## src/design/ppf_pkg.sv

```systemverilog
// Shared types and constants of the publish packet framer.
package ppf_pkg;

	// Command codes on the input channel
	localparam logic [1:0] CMD_PUBLISH   = 2'd0;
	localparam logic [1:0] CMD_BODY      = 2'd1;
	localparam logic [1:0] CMD_PING_REQ  = 2'd2;
	localparam logic [1:0] CMD_PING_RESP = 2'd3;

	// Configuration register indexes
	localparam logic [1:0] REG_PUBLISH_TYPE   = 2'd0;
	localparam logic [1:0] REG_PING_REQ_TYPE  = 2'd1;
	localparam logic [1:0] REG_PING_RESP_TYPE = 2'd2;

	// Register reset values
	localparam logic [7:0] PUBLISH_TYPE_RST   = 8'h30;
	localparam logic [7:0] PING_REQ_TYPE_RST  = 8'hC0;
	localparam logic [7:0] PING_RESP_TYPE_RST = 8'hD0;

	// Varint continuation flag
	localparam logic [7:0] VARINT_MORE = 8'h80;

	// Job queue between front and back
	localparam int QUEUE_DEPTH = 4;
	localparam int QPTR_W      = $clog2(QUEUE_DEPTH);

	typedef enum logic [1:0] {
		JOB_BODY,
		JOB_PUBLISH,
		JOB_ERROR,
		JOB_PING
	} job_kind_t;

	typedef struct packed {
		job_kind_t   kind;
		logic [7:0]  first_byte;  // type byte, or body byte for a body job
		logic [10:0] total;       // remaining length of a publish packet
		logic        two_len;     // remaining length takes two varint bytes
		logic [8:0]  tlen;        // topic length
		logic        eop;         // last beat of the job closes the packet
	} job_t;

	typedef struct packed {
		logic empty;
		logic full;
	} queue_status_t;

endpackage

```

## src/design/publish_packet_framer.sv

```systemverilog
// An accepted item is queued first; the output sequencer then registers its first beat.
// Throughput: one input beat per cycle while the job queue is not full; body bytes
// leave at one beat per cycle while out_ready holds; a publish header takes 4 or 5
// output beats, a ping 2, an oversize error 1, all from one output sequencer; a
// 4-entry job queue absorbs the difference.
// Reset: arst_n clears the pending body count, queue and output beat and
// restores the type byte registers to 0x30, 0xC0 and 0xD0.
module publish_packet_framer #(
	parameter int BUFFER_BYTES = 512
) (
	input  logic       clk,
	input  logic       arst_n,
	input  logic       in_valid,
	output logic       in_ready,
	input  logic [1:0] cmd,
	input  logic [8:0] topic_length,
	input  logic [8:0] payload_length,
	input  logic [7:0] body_byte,
	output logic       out_valid,
	input  logic       out_ready,
	output logic [7:0] out_byte,
	output logic       end_of_packet,
	output logic       status,
	input  logic       cfg_write,
	input  logic [1:0] cfg_index,
	input  logic [7:0] cfg_data
);

	ppf_pkg::queue_status_t q_status;
	ppf_pkg::job_t          push_job;
	ppf_pkg::job_t          head;
	logic                   push;
	logic                   pop;

	ppf_front #(
		.BUFFER_BYTES(BUFFER_BYTES)
	) u_front (
		.clk           (clk),
		.arst_n        (arst_n),
		.in_valid      (in_valid),
		.in_ready      (in_ready),
		.cmd           (cmd),
		.topic_length  (topic_length),
		.payload_length(payload_length),
		.body_byte     (body_byte),
		.cfg_write     (cfg_write),
		.cfg_index     (cfg_index),
		.cfg_data      (cfg_data),
		.q_status      (q_status),
		.push          (push),
		.push_job      (push_job)
	);

	ppf_queue u_queue (
		.clk     (clk),
		.arst_n  (arst_n),
		.push    (push),
		.push_job(push_job),
		.pop     (pop),
		.head    (head),
		.q_status(q_status)
	);

	ppf_back u_back (
		.clk          (clk),
		.arst_n       (arst_n),
		.head         (head),
		.q_status     (q_status),
		.pop          (pop),
		.out_valid    (out_valid),
		.out_ready    (out_ready),
		.out_byte     (out_byte),
		.end_of_packet(end_of_packet),
		.status       (status)
	);

endmodule

```

## src/design/ppf_front.sv

```systemverilog
// Front end: accepts items, tracks pending body bytes and queues jobs.
module ppf_front #(
	parameter int BUFFER_BYTES = 512
) (
	input  logic              clk,
	input  logic              arst_n,
	input  logic              in_valid,
	output logic              in_ready,
	input  logic [1:0]        cmd,
	input  logic [8:0]        topic_length,
	input  logic [8:0]        payload_length,
	input  logic [7:0]        body_byte,
	input  logic              cfg_write,
	input  logic [1:0]        cfg_index,
	input  logic [7:0]        cfg_data,
	input  ppf_pkg::queue_status_t q_status,
	output logic              push,
	output ppf_pkg::job_t     push_job
);

	localparam int LIM_W = $clog2(BUFFER_BYTES + 1);
	localparam int CMP_W = (LIM_W > 12) ? LIM_W : 12;

	logic [7:0]  pub_type_q;
	logic [7:0]  ping_req_type_q;
	logic [7:0]  ping_resp_type_q;
	logic [9:0]  body_left_q;
	logic [9:0]  body_left_d;

	logic        accept;
	logic [9:0]  body_len;
	logic [10:0] total;
	logic        two_len;
	logic [11:0] pkt_size;
	logic        too_big;
	logic        want_push;

	assign in_ready = !q_status.full;
	assign accept   = in_valid && in_ready;

	// Size the publish packet
	assign body_len = {1'b0, topic_length} + {1'b0, payload_length};
	assign total    = {1'b0, body_len} + 11'd2;
	assign two_len  = |total[10:7];
	assign pkt_size = {1'b0, total} + (two_len ? 12'd3 : 12'd2);
	assign too_big  = CMP_W'(pkt_size) > CMP_W'(BUFFER_BYTES);

	// Classify the item into a job
	always_comb begin
		want_push           = 1'b0;
		body_left_d         = body_left_q;
		push_job.kind       = ppf_pkg::JOB_BODY;
		push_job.first_byte = body_byte;
		push_job.total      = total;
		push_job.two_len    = two_len;
		push_job.tlen       = topic_length;
		push_job.eop        = 1'b0;
		unique case (cmd)
			ppf_pkg::CMD_PUBLISH: begin
				want_push = 1'b1;
				if (too_big) begin
					push_job.kind       = ppf_pkg::JOB_ERROR;
					push_job.first_byte = 8'h00;
					push_job.eop        = 1'b1;
					body_left_d         = '0;
				end else begin
					push_job.kind       = ppf_pkg::JOB_PUBLISH;
					push_job.first_byte = pub_type_q;
					push_job.eop        = (body_len == 10'd0);
					body_left_d         = body_len;
				end
			end
			ppf_pkg::CMD_BODY: begin
				if (body_left_q != 10'd0) begin
					want_push    = 1'b1;
					push_job.eop = (body_left_q == 10'd1);
					body_left_d  = body_left_q - 10'd1;
				end
			end
			ppf_pkg::CMD_PING_REQ: begin
				want_push           = 1'b1;
				push_job.kind       = ppf_pkg::JOB_PING;
				push_job.first_byte = ping_req_type_q;
				push_job.eop        = 1'b1;
			end
			ppf_pkg::CMD_PING_RESP: begin
				want_push           = 1'b1;
				push_job.kind       = ppf_pkg::JOB_PING;
				push_job.first_byte = ping_resp_type_q;
				push_job.eop        = 1'b1;
			end
		endcase
	end

	assign push = accept && want_push;

	// Hold the pending body count
	always_ff @(posedge clk or negedge arst_n) begin
		if (!arst_n) begin
			body_left_q <= '0;
		end else if (accept) begin
			body_left_q <= body_left_d;
		end
	end

	// Write configuration registers; drop unknown indexes
	always_ff @(posedge clk or negedge arst_n) begin
		if (!arst_n) begin
			pub_type_q       <= ppf_pkg::PUBLISH_TYPE_RST;
			ping_req_type_q  <= ppf_pkg::PING_REQ_TYPE_RST;
			ping_resp_type_q <= ppf_pkg::PING_RESP_TYPE_RST;
		end else if (cfg_write) begin
			case (cfg_index)
				ppf_pkg::REG_PUBLISH_TYPE:   pub_type_q       <= cfg_data;
				ppf_pkg::REG_PING_REQ_TYPE:  ping_req_type_q  <= cfg_data;
				ppf_pkg::REG_PING_RESP_TYPE: ping_resp_type_q <= cfg_data;
				default: ;
			endcase
		end
	end

endmodule

```

## src/design/ppf_queue.sv

```systemverilog
// Short job queue between the front end and the output sequencer.
module ppf_queue (
	input  logic                   clk,
	input  logic                   arst_n,
	input  logic                   push,
	input  ppf_pkg::job_t          push_job,
	input  logic                   pop,
	output ppf_pkg::job_t          head,
	output ppf_pkg::queue_status_t q_status
);

	ppf_pkg::job_t                 entries_q [ppf_pkg::QUEUE_DEPTH];
	logic [ppf_pkg::QPTR_W-1:0]    wr_ptr_q;
	logic [ppf_pkg::QPTR_W-1:0]    rd_ptr_q;
	logic [ppf_pkg::QPTR_W:0]      count_q;

	assign head           = entries_q[rd_ptr_q];
	assign q_status.empty = (count_q == '0);
	assign q_status.full  = (count_q == (ppf_pkg::QPTR_W+1)'(ppf_pkg::QUEUE_DEPTH));

	// Store pushed jobs
	always_ff @(posedge clk) begin
		if (push) begin
			entries_q[wr_ptr_q] <= push_job;
		end
	end

	// Advance pointers and count
	always_ff @(posedge clk or negedge arst_n) begin
		if (!arst_n) begin
			wr_ptr_q <= '0;
			rd_ptr_q <= '0;
			count_q  <= '0;
		end else begin
			if (push) begin
				wr_ptr_q <= wr_ptr_q + 1'b1;
			end
			if (pop) begin
				rd_ptr_q <= rd_ptr_q + 1'b1;
			end
			if (push && !pop) begin
				count_q <= count_q + 1'b1;
			end else if (pop && !push) begin
				count_q <= count_q - 1'b1;
			end
		end
	end

endmodule

```

## src/design/ppf_back.sv

```systemverilog
// Output sequencer: expands queued jobs into packet bytes, one beat per cycle unless stalled.
module ppf_back (
	input  logic                   clk,
	input  logic                   arst_n,
	input  ppf_pkg::job_t          head,
	input  ppf_pkg::queue_status_t q_status,
	output logic                   pop,
	output logic                   out_valid,
	input  logic                   out_ready,
	output logic [7:0]             out_byte,
	output logic                   end_of_packet,
	output logic                   status
);

	logic [2:0] step_q;
	logic       out_valid_q;
	logic [7:0] out_byte_q;
	logic       eop_q;
	logic       status_q;

	logic       load;
	logic [7:0] byte_d;
	logic       eop_d;
	logic       status_d;
	logic       last_d;

	assign load = (!out_valid_q || out_ready) && !q_status.empty;
	assign pop  = load && last_d;

	// Pick the byte for the current step of the head job
	always_comb begin
		byte_d   = head.first_byte;
		eop_d    = 1'b0;
		status_d = 1'b0;
		last_d   = 1'b1;
		unique case (head.kind)
			ppf_pkg::JOB_BODY: begin
				eop_d = head.eop;
			end
			ppf_pkg::JOB_ERROR: begin
				byte_d   = 8'h00;
				eop_d    = 1'b1;
				status_d = 1'b1;
			end
			ppf_pkg::JOB_PING: begin
				last_d = (step_q == 3'd1);
				if (step_q != 3'd0) begin
					byte_d = 8'h00;
					eop_d  = 1'b1;
				end
			end
			ppf_pkg::JOB_PUBLISH: begin
				last_d = head.two_len ? (step_q == 3'd4) : (step_q == 3'd3);
				case (step_q)
					3'd0: byte_d = head.first_byte;
					3'd1: byte_d = head.two_len ?
						({1'b0, head.total[6:0]} | ppf_pkg::VARINT_MORE) : head.total[7:0];
					3'd2: byte_d = head.two_len ?
						{4'd0, head.total[10:7]} : {7'd0, head.tlen[8]};
					3'd3: begin
						byte_d = head.two_len ? {7'd0, head.tlen[8]} : head.tlen[7:0];
						eop_d  = !head.two_len && head.eop;
					end
					default: begin
						byte_d = head.tlen[7:0];
						eop_d  = head.eop;
					end
				endcase
			end
		endcase
	end

	// Advance the step and hold the output beat until taken
	always_ff @(posedge clk or negedge arst_n) begin
		if (!arst_n) begin
			out_valid_q <= 1'b0;
			step_q      <= '0;
		end else if (load) begin
			out_valid_q <= 1'b1;
			step_q      <= last_d ? 3'd0 : step_q + 3'd1;
		end else if (out_ready) begin
			out_valid_q <= 1'b0;
		end
	end

	always_ff @(posedge clk) begin
		if (load) begin
			out_byte_q <= byte_d;
			eop_q      <= eop_d;
			status_q   <= status_d;
		end
	end

	assign out_valid     = out_valid_q;
	assign out_byte      = out_byte_q;
	assign end_of_packet = eop_q;
	assign status        = status_q;

endmodule

```

## config.mk

```make
export PLATFORM = sky130hd
export DESIGN_NAME = publish_packet_framer
export DESIGN_NICKNAME = d
export VERILOG_FILES = /design/src/design/ppf_pkg.sv /design/src/design/publish_packet_framer.sv /design/src/design/ppf_front.sv /design/src/design/ppf_queue.sv /design/src/design/ppf_back.sv
export SDC_FILE = /design/constraint.sdc
export NUM_CORES = 1
export LEC_CHECK = 0
export BUFFER_PORTS_ARGS = -buffer_cell sky130_fd_sc_hd__buf_4
export CAP_MARGIN = 20
export CORE_MARGIN = 2
export CORE_UTILIZATION = 50
export CTS_BUF_LIST = sky130_fd_sc_hd__clkbuf_8
export CTS_CLUSTER_DIAMETER = 30
export DETAILED_ROUTE_END_ITERATION = 12
export PLACE_DENSITY = 0.67
export SETUP_SLACK_MARGIN = 0.15
export SLEW_MARGIN = 20
export SYNTH_ARGS = -nofsm -noshare
export SYNTH_HDL_FRONTEND = slang
export SYNTH_SLANG_ARGS = --single-unit
```

## constraint.sdc

```tcl
create_clock -name clk -period 6 [get_ports clk]
set_input_delay 0.6 -clock clk [delete_from_list [all_inputs] [get_ports clk]]
set_output_delay 0.6 -clock clk [all_outputs]
set_load 0.01 [all_outputs]
```

==> results of run 1 <==
## final cells by class
| type | count | area share |
|---|---|---|
| Timing Repair Buffer | 84 | 0.0627 |
| Clock inverter | 15 | 0.0152 |
| Tap cell | 225 | 0.0280 |
| Sequential cell | 183 | 0.525 |
| Inverter | 35 | 0.0131 |
| Multi-Input combinational cell | 386 | 0.332 |
| Clock buffer | 17 | 0.0233 |
## path summary, 6_finish.rpt
kind | to | cells past startpoint
max | u_queue.entries_q[0][0]$_DFFE_PP_ | 24
max reg2reg | u_queue.count_q[1]$_DFFE_PN0P_ | 10
min reg2reg | u_queue.count_q[2]$_DFFE_PN0P_ | 1
min | u_back.out_valid$_DFFE_PN0P_ | 1
max in group asynchronous | u_queue.rd_ptr_q[0]$_DFFE_PN0P_ | 1
min in group clk | u_queue.entries_q[2][3]$_DFFE_PP_ | 1
## cell families (layout without fill, tap and decap cells)
group           Yosys count  count (layout)  synth area share
flops                   183             183             0.599
compound gates          151             152             0.119
simple gates            122             122            0.0729
mux                      59              59             0.115
buf+inv                  59             151            0.0270
fa+ha+maj                28              28            0.0414
xor+xnor                 25              25            0.0265
## power by group through the flow
stage,Combinational (W),Sequential (W),Clock [W]
floorplan,0.00111,0.00190,0
global placement,0.00155,0.00194,0
detailed placement,0.00157,0.00196,0
CTS,0.00157,0.00194,0.000824
global route,0.00173,0.00197,0.000875
finish,0.00157,0.00193,0.000801
## registers in the layout (all words and copies together) (netlist names), 2 cells and up
register                  flops
u_back.out_byte               8
u_back.step_q                 3
u_front.body_left_q          10
u_front.ping_req_type_q       8
u_front.ping_resp_type_q      8
u_front.pub_type_q            8
u_queue.count_q               3
u_queue.entries_q           128
u_queue.rd_ptr_q              2
u_queue.wr_ptr_q              2
## Yosys cell counts (9+ instances only)
cell type / number
ha_1: 26
clkbuf_1: 16
o21ai_0: 40
nand3_1: 9
nor3_1: 14
dfrtp_1: 38
a31oi_1: 11
xnor2_1: 19
inv_1: 35
nand2_1: 31
nor2_1: 21
o21ai_1: 11
mux2_2: 27
nor2b_1: 9
a21oi_1: 30
mux4_2: 31
edfxtp_1: 138
## worst register-to-register path, delay by kind of cell, from the launching register on
family | cells | cell delay [ns]
adder cells (fa/ha/maj) | 2 | 0.64
AO/OA/AOI/OAI | 2 | 0.55
flip-flops | 1 | 0.73
multiplexers | 2 | 0.75
AND/OR/NAND/NOR | 2 | 0.35
buffers and inverters | 2 | 0.50
## metrics by stage
stage	utilization	total power [W]	std cells
after floorplan	-	0.00301	627
final	0.581	0.00430	945
after global routing	0.581	0.00457	945
after CTS	0.579	0.00433	943
after detailed placement	0.556	0.00353	911
after global placement	0.556	0.00349	911
## repair_timing
action,in CTS,in global routing
gates resized for setup,0,3
hold buffers,0,0
buffers inserted,0,1
setup endpoints to repair,0,10
endpoints found under the hold margin,0,0
## metal layers
metal | global-route usage | vias to the layer above
met5 | 0 | -
met2 | 0.327 | 120
met4 | 0.0641 | 0
met1 | 0.313 | 2790
li1 | - | 2580
met3 | 0.0396 | 19
==> run_results.csv, run 1 <==
group,metric,value,unit
routing,wl_met1,8800,um
critical_path,r2r-start,"u_queue.rd_ptr_q[1]$_DFFE_PN0P_",
layout,final_cell_mix,"edfxtp_1 (138), buf_4 (84), o21ai_0 (40)",
grt,antenna_found_initial,0,
layout,drive_above_1_share,0.285,
power_and_ir_drop,swShare,0.345,
yosys,async_reset_ff_frac,0.246,
yosys,synth_edf_count,138,
yosys,synth_area_leaders,"edfxtp_1 (47%), dfrtp_1 (11%), mux4_2 (7.9%)",
yosys,synth_area,8820,um^2
sta,finalWorstSetupSlack,0.536,ns
placement,dp_hpwl,12900,um
power_and_ir_drop,p_int,0.00282,W
placement,dp_slack,0.0687,ns
die,die_area,18700,um^2
sta,clock_skew,0.0143,ns
critical_path,slowest_delay,0.61,ns
layout,syn2layout_area_growth,14.0,%
routing,wl_per_cell,19.9,um
die,fp-row-count,48,
grt,grt_max_degree,46,
clock_network,clock_sinks,183,
critical_path,cp_top_family,"simple AND/OR/NAND/NOR gates",
critical_path,cp-startpoint,"topic_length[0]",
grt,first_global_vias,5422,
clock_network,cts-root-buf,"clkbuf_8",
critical_path,endpoint_kind,"flop",
clock_network,clkLatencyLatePin,0.45,ns
critical_path,startpoint_type,"input pin",
layout,fin_area,10100,um^2
clock_network,cts_max_level,4,
die,die_w,137,um
critical_path,critical_path_buf_inv_count,4,
sta,worst_pin_slew,0.825,ns
sta,slew_headroom,0.446,
yosys,synth.avg_cell_area,14.1,um^2
sta,slew_viol_final,0,
routing,dr.pass1.iters,5,
die,coreArea,17300,um^2
grt,grt_pass1_wl,29800,um
critical_path,critical_path_required,6.18,ns
yosys,syn_inst,627,
die,chipHeight,137,um
yosys,synth.ff_latch_count,183,
routing,drcViolationCount,0,
placement,place.gp.congestion,0.887,
clock_network,cts_tree,"built",
routing,highest_layer,"met4",
yosys,synthesis.nets,698,
layout,final_nets,778,
yosys,yosys.area.top_type_share,0.470,
routing,avgViaCountPerCell,5.83,
critical_path,ff2ff_setup_slack,2.37,ns
yosys,synth_flop_cell,"edfxtp_1",
yosys,synth.distinct_cells,73,
layout,fillers,1352,
clock_network,clockBufferDepth,2,
clock_network,cts_inserted_buffers,17,
routing,routed_wl,18800,um
sta,finalSetupViolCount,0,
critical_path,cp_slowest_cell,"or4_1",
sta,setup-tns-final,0,ns
power_and_ir_drop,power_frac_clock,0.186,
sta,rsz0062_at_grt,"no",
sta,fmax,183,MHz
routing,ant_nets,0,
grt,gr-total-overflow,0,
sta,whs,0.144,ns
routing,vias,5509,
outcome,status,"finished clean",
power_and_ir_drop,p_seq_frac,0.449,
power_and_ir_drop,leakage,3.70,nW
layout,multiInputGateArea,3340,um^2
grt,grt_util_all_layers,0.213,
routing,drtIter0Drc,405,
power_and_ir_drop,power_frac_comb,0.365,
sta,period_needed,5.46,ns
run,max-cap-violations,0,
critical_path,timing.critical_path.cells,"buf_4 -> ha_1 -> inv_1 -> fa_1 -> nor2b_1 -> o31a_1 -> xor2_1 -> nand3_1 -> or3_1 -> nor2_1 -> xnor2_1 -> or4_1 -> ha_1 -> inv_1 -> ha_1 -> nand2b_1 -> nand2_1 -> o21ai_0 -> a221o_1 -> nand4b_1 -> a2111oi_4 -> buf_4 -> a31oi_4 -> a211o_1",
yosys,synth_area_leader_cell,"edfxtp_1",
critical_path,crit_top_cell,"ha_1",
placement,placed_cell_area,9620,um^2
placement,portBuffers,54,
min_path,min_path_type,"input pin to asynchronous set/reset pin",
critical_path,worstPathArrival,5.65,ns
sta,hold_viol_final,0,
power_and_ir_drop,irDropWorstVdd,0.218,mV
yosys,ys_warn_count,0,
power_and_ir_drop,switchingPower,0.00148,W
layout,final_common_cell,"edfxtp_1",
die,num_io_pins,55,
power_and_ir_drop,p_per_area,428,nW/um^2
clock_network,path_clk_slew,0.09,ns
yosys,ys_seq_area_frac,0.599,
critical_path,crit_fanout,7,
die,start_util,0.510,
critical_path,worst-setup-path-type,"input pin to flop",
sta,period_share,0.911,
routing,wl_met3,731,um
layout,seq_area,5280,um^2
layout,diodes,0,
routing,wl_met2,9070,um
Power figures use the tool's default switching activity.
==> run 2: changes to the inputs <==
BUFFER_PORTS_ARGS = unset   (was -buffer_cell sky130_fd_sc_hd__buf_4)
DONT_BUFFER_PORTS = 1   (was unset)
PLACE_DENSITY = unset   (was 0.67)
==> run 2 against run 1 <==
Clock power rose by 15%. Critical path depth fell by 4. Via count fell by 4.1%. Global-route usage rose by 0.063 points. Final cell count fell by 6.1%. Sequential power barely moved. Worst setup slack improved by 0.022 ns. Non-clock buffer count fell by 57. Clock-buffer cell count rose by 3. Design area fell by 3.5%. Register-to-register slack improved by 0.28 ns. Routed wire length barely moved. Critical path type unchanged. Largest cell class unchanged. Largest power group unchanged. Highest routed layer unchanged.
==> run_results.csv, run 2 (same netlist as run 1, synthesis figures left out) <==
group,metric,value,unit
outcome,status,"finished clean",
grt,grt_pass1_wl,29700,um
critical_path,critical_path_required,6.18,ns
die,chipHeight,137,um
sta,worst_pin_slew,0.918,ns
placement,placed_cell_area,9190,um^2
grt,gr-usage-met1,0.296,
grt,gr-total-overflow,0,
routing,wl_per_cell,21.3,um
routing,vias,5285,
layout,regMostFlops,"u_queue.entries_q",
sta,slew_viol_final,0,
critical_path,timing.critical_path.cells,"ha_1 -> nand2_1 -> o31ai_2 -> a31oi_1 -> xnor2_1 -> or3_1 -> nor2_1 -> xnor2_1 -> or4_1 -> ha_1 -> inv_1 -> ha_1 -> nand2b_1 -> nor2_1 -> o211ai_1 -> a311oi_2 -> xnor2_1 -> a2111oi_4 -> a31oi_4 -> a211o_1",
die,die_area,18700,um^2
layout,fin_area,9700,um^2
sta,clock_skew,0.0134,ns
layout,final_common_cell,"edfxtp_1",
layout,drive_above_1_share,0.218,
critical_path,endpoint_kind,"flop",
run,max-cap-violations,0,
clock_network,cts_inserted_buffers,17,
critical_path,worstPathArrival,5.62,ns
min_path,min-delay-start,"topic_length[8]",
routing,routed_wl,18900,um
sta,fmax,184,MHz
grt,grt_use_met2,0.338,
critical_path,startpoint_type,"input pin",
die,die_w,137,um
sta,period_share,0.907,
power_and_ir_drop,p_per_area,447,nW/um^2
clock_network,cts_tree,"built",
min_path,worstHoldPathCells,0,
grt,grt_max_degree,46,
die,coreArea,17300,um^2
clock_network,clkLatencyLatePin,0.44,ns
sta,rsz0062_at_grt,"no",
die,start_util,0.510,
placement,place.gp.congestion,0.878,
critical_path,timing.rr.end,"u_queue.count_q[1]$_DFFE_PN0P_",
power_and_ir_drop,irDropWorstVdd,0.194,mV
layout,largest_reg_flops,128,
placement,portBuffers,0,
clock_network,cts_max_level,4,
routing,ant_nets,0,
routing,drcViolationCount,0,
sta,period_needed,5.44,ns
power_and_ir_drop,power.total,0.00434,W
critical_path,worst-setup-path-type,"input pin to flop",
clock_network,path_clk_slew,0.09,ns
layout,reg.largest.list,"u_queue.entries_q (128), u_front.body_left_q (10)",
grt,grt_util_all_layers,0.214,
sta,whs,0.249,ns
min_path,min_path_type,"input pin to flop",
min_path,whs_endpoint,"u_queue.entries_q[0][9]$_DFFE_PP_",
grt,grt_most_used_layer,"met2",
routing,drtIter0Drc,397,
critical_path,r2r-start,"u_queue.rd_ptr_q[1]$_DFFE_PN0P_",
clock_network,post-cts-setup-buffers,0,
routing,dr.pass1.iters,5,
clock_network,cts-root-buf,"clkbuf_8",
die,num_io_pins,55,
sta,hold_viol_final,0,
layout,final_cell_mix,"edfxtp_1 (138), o21ai_0 (40), inv_1 (39)",
placement,dp_hpwl,13100,um
critical_path,slowest_delay,0.61,ns
clock_network,clockBufferDepth,2,
grt,met3_usage,0.0489,
sta,finalSetupViolCount,0,
sta,slew_headroom,0.388,
critical_path,crit_fanout,14,
grt,antenna_found_initial,0,
sta,setup-tns-final,0,ns
critical_path,ff2ff_setup_slack,2.65,ns
layout,fillers,1406,
critical_path,cp_slowest_cell,"or4_1",
layout,final_nets,720,
layout,diodes,0,
power_and_ir_drop,leakage,3.47,nW
grt,first_global_vias,5387,
die,fp-row-count,48,
critical_path,r2r_cells,9,
routing,avgViaCountPerCell,5.96,
layout,syn2layout_area_growth,9.95,%
clock_network,clock_sinks,183,
run 2: changes by cell type in the layout (fill, tap and decap cells not counted), moves of 3 or more:
cell,change
bufinv_16,+3
clkbuf_8,+3
buf_4,-59
inv_1,+3
clkinv_4,-4
run 2: power by group:
part           switching (W)  internal [W]  leakage, nW  total (W)
Clock               0.000400      0.000523        0.244   0.000924
Sequential          0.000188       0.00176         1.80    0.00195
Combinational       0.000842      0.000619         1.42    0.00146
Total                0.00143       0.00290         3.47    0.00434
run 2: cell type report:
cell class	count	area, um^2	share of cell area
inverter	35	131	0.0136
clock inverter	12	184	0.0190
multi-input combinational	385	3320	0.342
tap	225	282	0.0290
timing repair buffer	27	225	0.0232
clock buffer	20	275	0.0284
sequential	183	5280	0.545
run 2: worst max-delay path by stage:
stage                          startpoint                                  to  cells after the start
after floorplan           topic_length[0]  u_queue.entries_q[0][31]$_DFFE_PP_                     23
after global placement    topic_length[1]   u_queue.entries_q[0][0]$_DFFE_PP_                     19
after detailed placement  topic_length[4]   u_queue.entries_q[1][0]$_DFFE_PP_                     20
after CTS                 topic_length[4]   u_queue.entries_q[3][0]$_DFFE_PP_                     20
after global routing      topic_length[0]   u_queue.entries_q[1][0]$_DFFE_PP_                     22
final                     topic_length[4]   u_queue.entries_q[3][0]$_DFFE_PP_                     20
run 2: through the flow:
stage | worst slack [ns] | cells | util
3_5_place_dp | 0.0734 | 853 | 0.531
5_1_grt | 0.152 | 887 | 0.561
2_1_floorplan | 0.444 | 627 | -
3_3_place_gp | 0.247 | 853 | 0.531
4_1_cts | 0.551 | 887 | 0.560
6_report | 0.558 | 887 | 0.561
run 2: timing repair:
action / CTS / global route
hold buffers: 2 / 0
setup endpoints to repair: 0 / 4
resized for setup: 0 / 1
endpoints found under the hold margin: 45 / 0
run 2: per-layer routing:
metal | part of all wire | up-vias
li1 | - | 2452
met1 | 0.46 | 2695
met2 | 0.48 | 123
met3 | 0.052 | 15
met4 | 0.012 | 0
met5 | 0 | -
run 2: worst max-delay path: cells and delay by family:
kind	cells	cell delay, ns
AO/OA/AOI/OAI	7	2.03
XOR/XNOR	3	0.59
adder cells (fa/ha/maj)	3	0.80
buffers and inverters	1	0.07
AND/OR/NAND/NOR	6	1.53
==> run 3: changes to the inputs <==
CTS_BUF_LIST = sky130_fd_sc_hd__clkbuf_4   (was sky130_fd_sc_hd__clkbuf_8)
==> run 3 against run 2 <==
Routed wire length is 0.13% lower. Highest routed layer unchanged. Flip-flop and latch count stayed put. Maximum frequency is 2.3% higher. Largest cell class unchanged.
==> run_results.csv, run 3 (same netlist as run 1, synthesis figures left out) <==
group,metric,value,unit
clock_network,cts_tree,"built",
critical_path,crit_fanout,14,
outcome,status,"finished clean",
grt,antenna_found_initial,1,
power_and_ir_drop,power_frac_clock,0.185,
layout,syn2layout_area_growth,8.47,%
grt,grt_pass1_wl,29800,um
power_and_ir_drop,p_seq_frac,0.466,
routing,avgViaCountPerCell,5.95,
clock_network,clkLatencyLatePin,0.56,ns
min_path,min_path_type,"input pin to flop",
layout,fin_util,0.553,
sta,worst_pin_slew,0.912,ns
routing,drtIter0Drc,393,
placement,dp.cells,853,
critical_path,startpoint_type,"input pin",
critical_path,endpoint_kind,"flop",
routing,drcViolationCount,0,
grt,first_global_vias,5415,
power_and_ir_drop,p_int,0.00277,W
run,max-cap-violations,0,
layout,regMostFlops,"u_queue.entries_q",
sta,fmax,188,MHz
die,start_util,0.510,
layout,final_nets,720,
placement,dp_slack,0.0734,ns
critical_path,critical_path_required,6.32,ns
routing,ant_nets,0,
layout,stdcell_count,888,
placement,dp_hpwl,13100,um
clock_network,cts-root-buf,"clkbuf_4",
clock_network,clock_sinks,183,
placement,place.gp.congestion,0.878,
power_and_ir_drop,p_per_area,437,nW/um^2
sta,finalSetupViolCount,0,
die,coreArea,17300,um^2
power_and_ir_drop,power.total,0.00418,W
sta,period_needed,5.32,ns
clock_network,cts_max_level,4,
power_and_ir_drop,power_frac_comb,0.350,
critical_path,worst-setup-path-type,"input pin to flop",
critical_path,worstPathArrival,5.64,ns
power_and_ir_drop,switchingPower,0.00141,W
routing,wl_per_cell,21.2,um
layout,drive_above_1_share,0.222,
sta,rsz0062_at_grt,"no",
layout,final_cell_mix,"edfxtp_1 (138), o21ai_0 (40), dfrtp_1 (37)",
die,die_w,137,um
layout,final_common_cell,"edfxtp_1",
clock_network,clockBufferDepth,2,
sta,setup-tns-final,0,ns
layout,largest_reg_flops,128,
sta,slew_headroom,0.392,
die,die_area,18700,um^2
grt,gr-total-overflow,0,
sta,finalWorstSetupSlack,0.679,ns
clock_network,path_clk_slew,0.14,ns
grt,grt_util_all_layers,0.215,
placement,portBuffers,0,
layout,reg.largest.list,"u_queue.entries_q (128), u_front.body_left_q (10)",
die,chipHeight,137,um
routing,vias,5287,
routing,dr.pass1.iters,5,
grt,grt_max_degree,46,
sta,hold_viol_final,0,
power_and_ir_drop,leakage,3.41,nW
clock_network,post-cts-setup-buffers,0,
routing,routed_wl,18800,um
sta,slew_viol_final,0,
clock_network,cts_hold_buf,2,
power_and_ir_drop,irDropWorstVdd,0.210,mV
sta,period_share,0.887,
die,num_io_pins,55,
clock_network,cts_resized,0,
power_and_ir_drop,swShare,0.338,
clock_network,cts_inserted_buffers,17,
sta,clock_skew,0.0212,ns
die,fp-row-count,48,
[run 3: cell count changes in the layout (fill, tap and decap cells not counted)]
| cell | before | now |
|---|---|---|
| diode_2 | 0 | 1 |
| clkinv_1 | 0 | 1 |
| xor2_2 | 1 | 2 |
| xor2_4 | 1 | 0 |
| clkbuf_4 | 0 | 21 |
| clkbuf_8 | 20 | 0 |
| inv_1 | 39 | 35 |
| inv_2 | 0 | 2 |
[run 3: critical path: stages]
cell and delay (ns):
ha_1 0.21, inv_1 0.07, fa_1 0.41, nor2b_1 0.23, o21bai_1 0.13, a21oi_1 0.19
a21oi_1 0.16, xor2_2 0.45, nor2_1 0.13, xnor2_1 0.21, or4_1 0.61, ha_1 0.23
inv_1 0.07, ha_1 0.19, nand2b_1 0.16, nor2_1 0.07, o211ai_1 0.14, a311oi_2 0.14
xnor2_1 0.18, a2111oi_4 0.40, a31oi_4 0.26, a211o_1 0.40
[run 3: path summary, 6_finish.rpt]
| check | start | end | slack (ns) | depth (start not counted) |
|---|---|---|---|---|
| worst min register to register | u_queue.count_q[2]$_DFFE_PN0P_ | u_queue.count_q[2]$_DFFE_PN0P_ | 0.52 | 1 |
| min in group asynchronous | arst_n | u_back.step_q[1]$_DFFE_PN0P_ | 0.53 | 2 |
| worst min-delay path | topic_length[8] | u_queue.entries_q[0][9]$_DFFE_PP_ | 0.13 | 0 |
| worst max register to register | u_queue.rd_ptr_q[1]$_DFFE_PN0P_ | u_queue.count_q[1]$_DFFE_PN0P_ | 2.65 | 9 |
| worst max-delay path | topic_length[0] | u_queue.entries_q[3][0]$_DFFE_PP_ | 0.68 | 22 |
| max in group asynchronous | arst_n | u_front.pub_type_q[4]$_DFFE_PN1P_ | 5.18 | 2 |
[run 3: per-layer routing]
metal / vias to the layer above / GRT usage / part of all wire
li1: 2461 / - / -
met1: 2673 / 0.296 / 0.46
met2: 132 / 0.335 / 0.47
met3: 21 / 0.0589 / 0.054
met4: 0 / 0.0676 / 0.016
met5: - / 0 / 0
[run 3: power groups by stage]
stage          logic [W]  clock network (W)  registers [W]
2_1_floorplan    0.00111                  0        0.00190
3_3_place_gp     0.00144                  0        0.00196
3_5_place_dp     0.00146                  0        0.00198
4_1_cts          0.00148           0.000795        0.00195
5_1_grt          0.00162           0.000842        0.00198
6_report         0.00146           0.000772        0.00195
[run 3: layout make-up]
type	instances	area, um^2
clock buffer	21	158
multi-input combinational	385	3310
inverter	35	131
antenna	1	2.50
sequential	183	5280
fill	1416	7730
tap	225	282
timing repair buffer	27	225
clock inverter	11	180
[run 3: stage by stage]
stage / cell area, um^2 / hold slack [ns]
floorplan: 8820 / 0.304
global placement: 9180 / 0.305
detailed placement: 9190 / 0.305
CTS: 9560 / 0.0763
global route: 9570 / 0.0502
finish: 9570 / 0.131
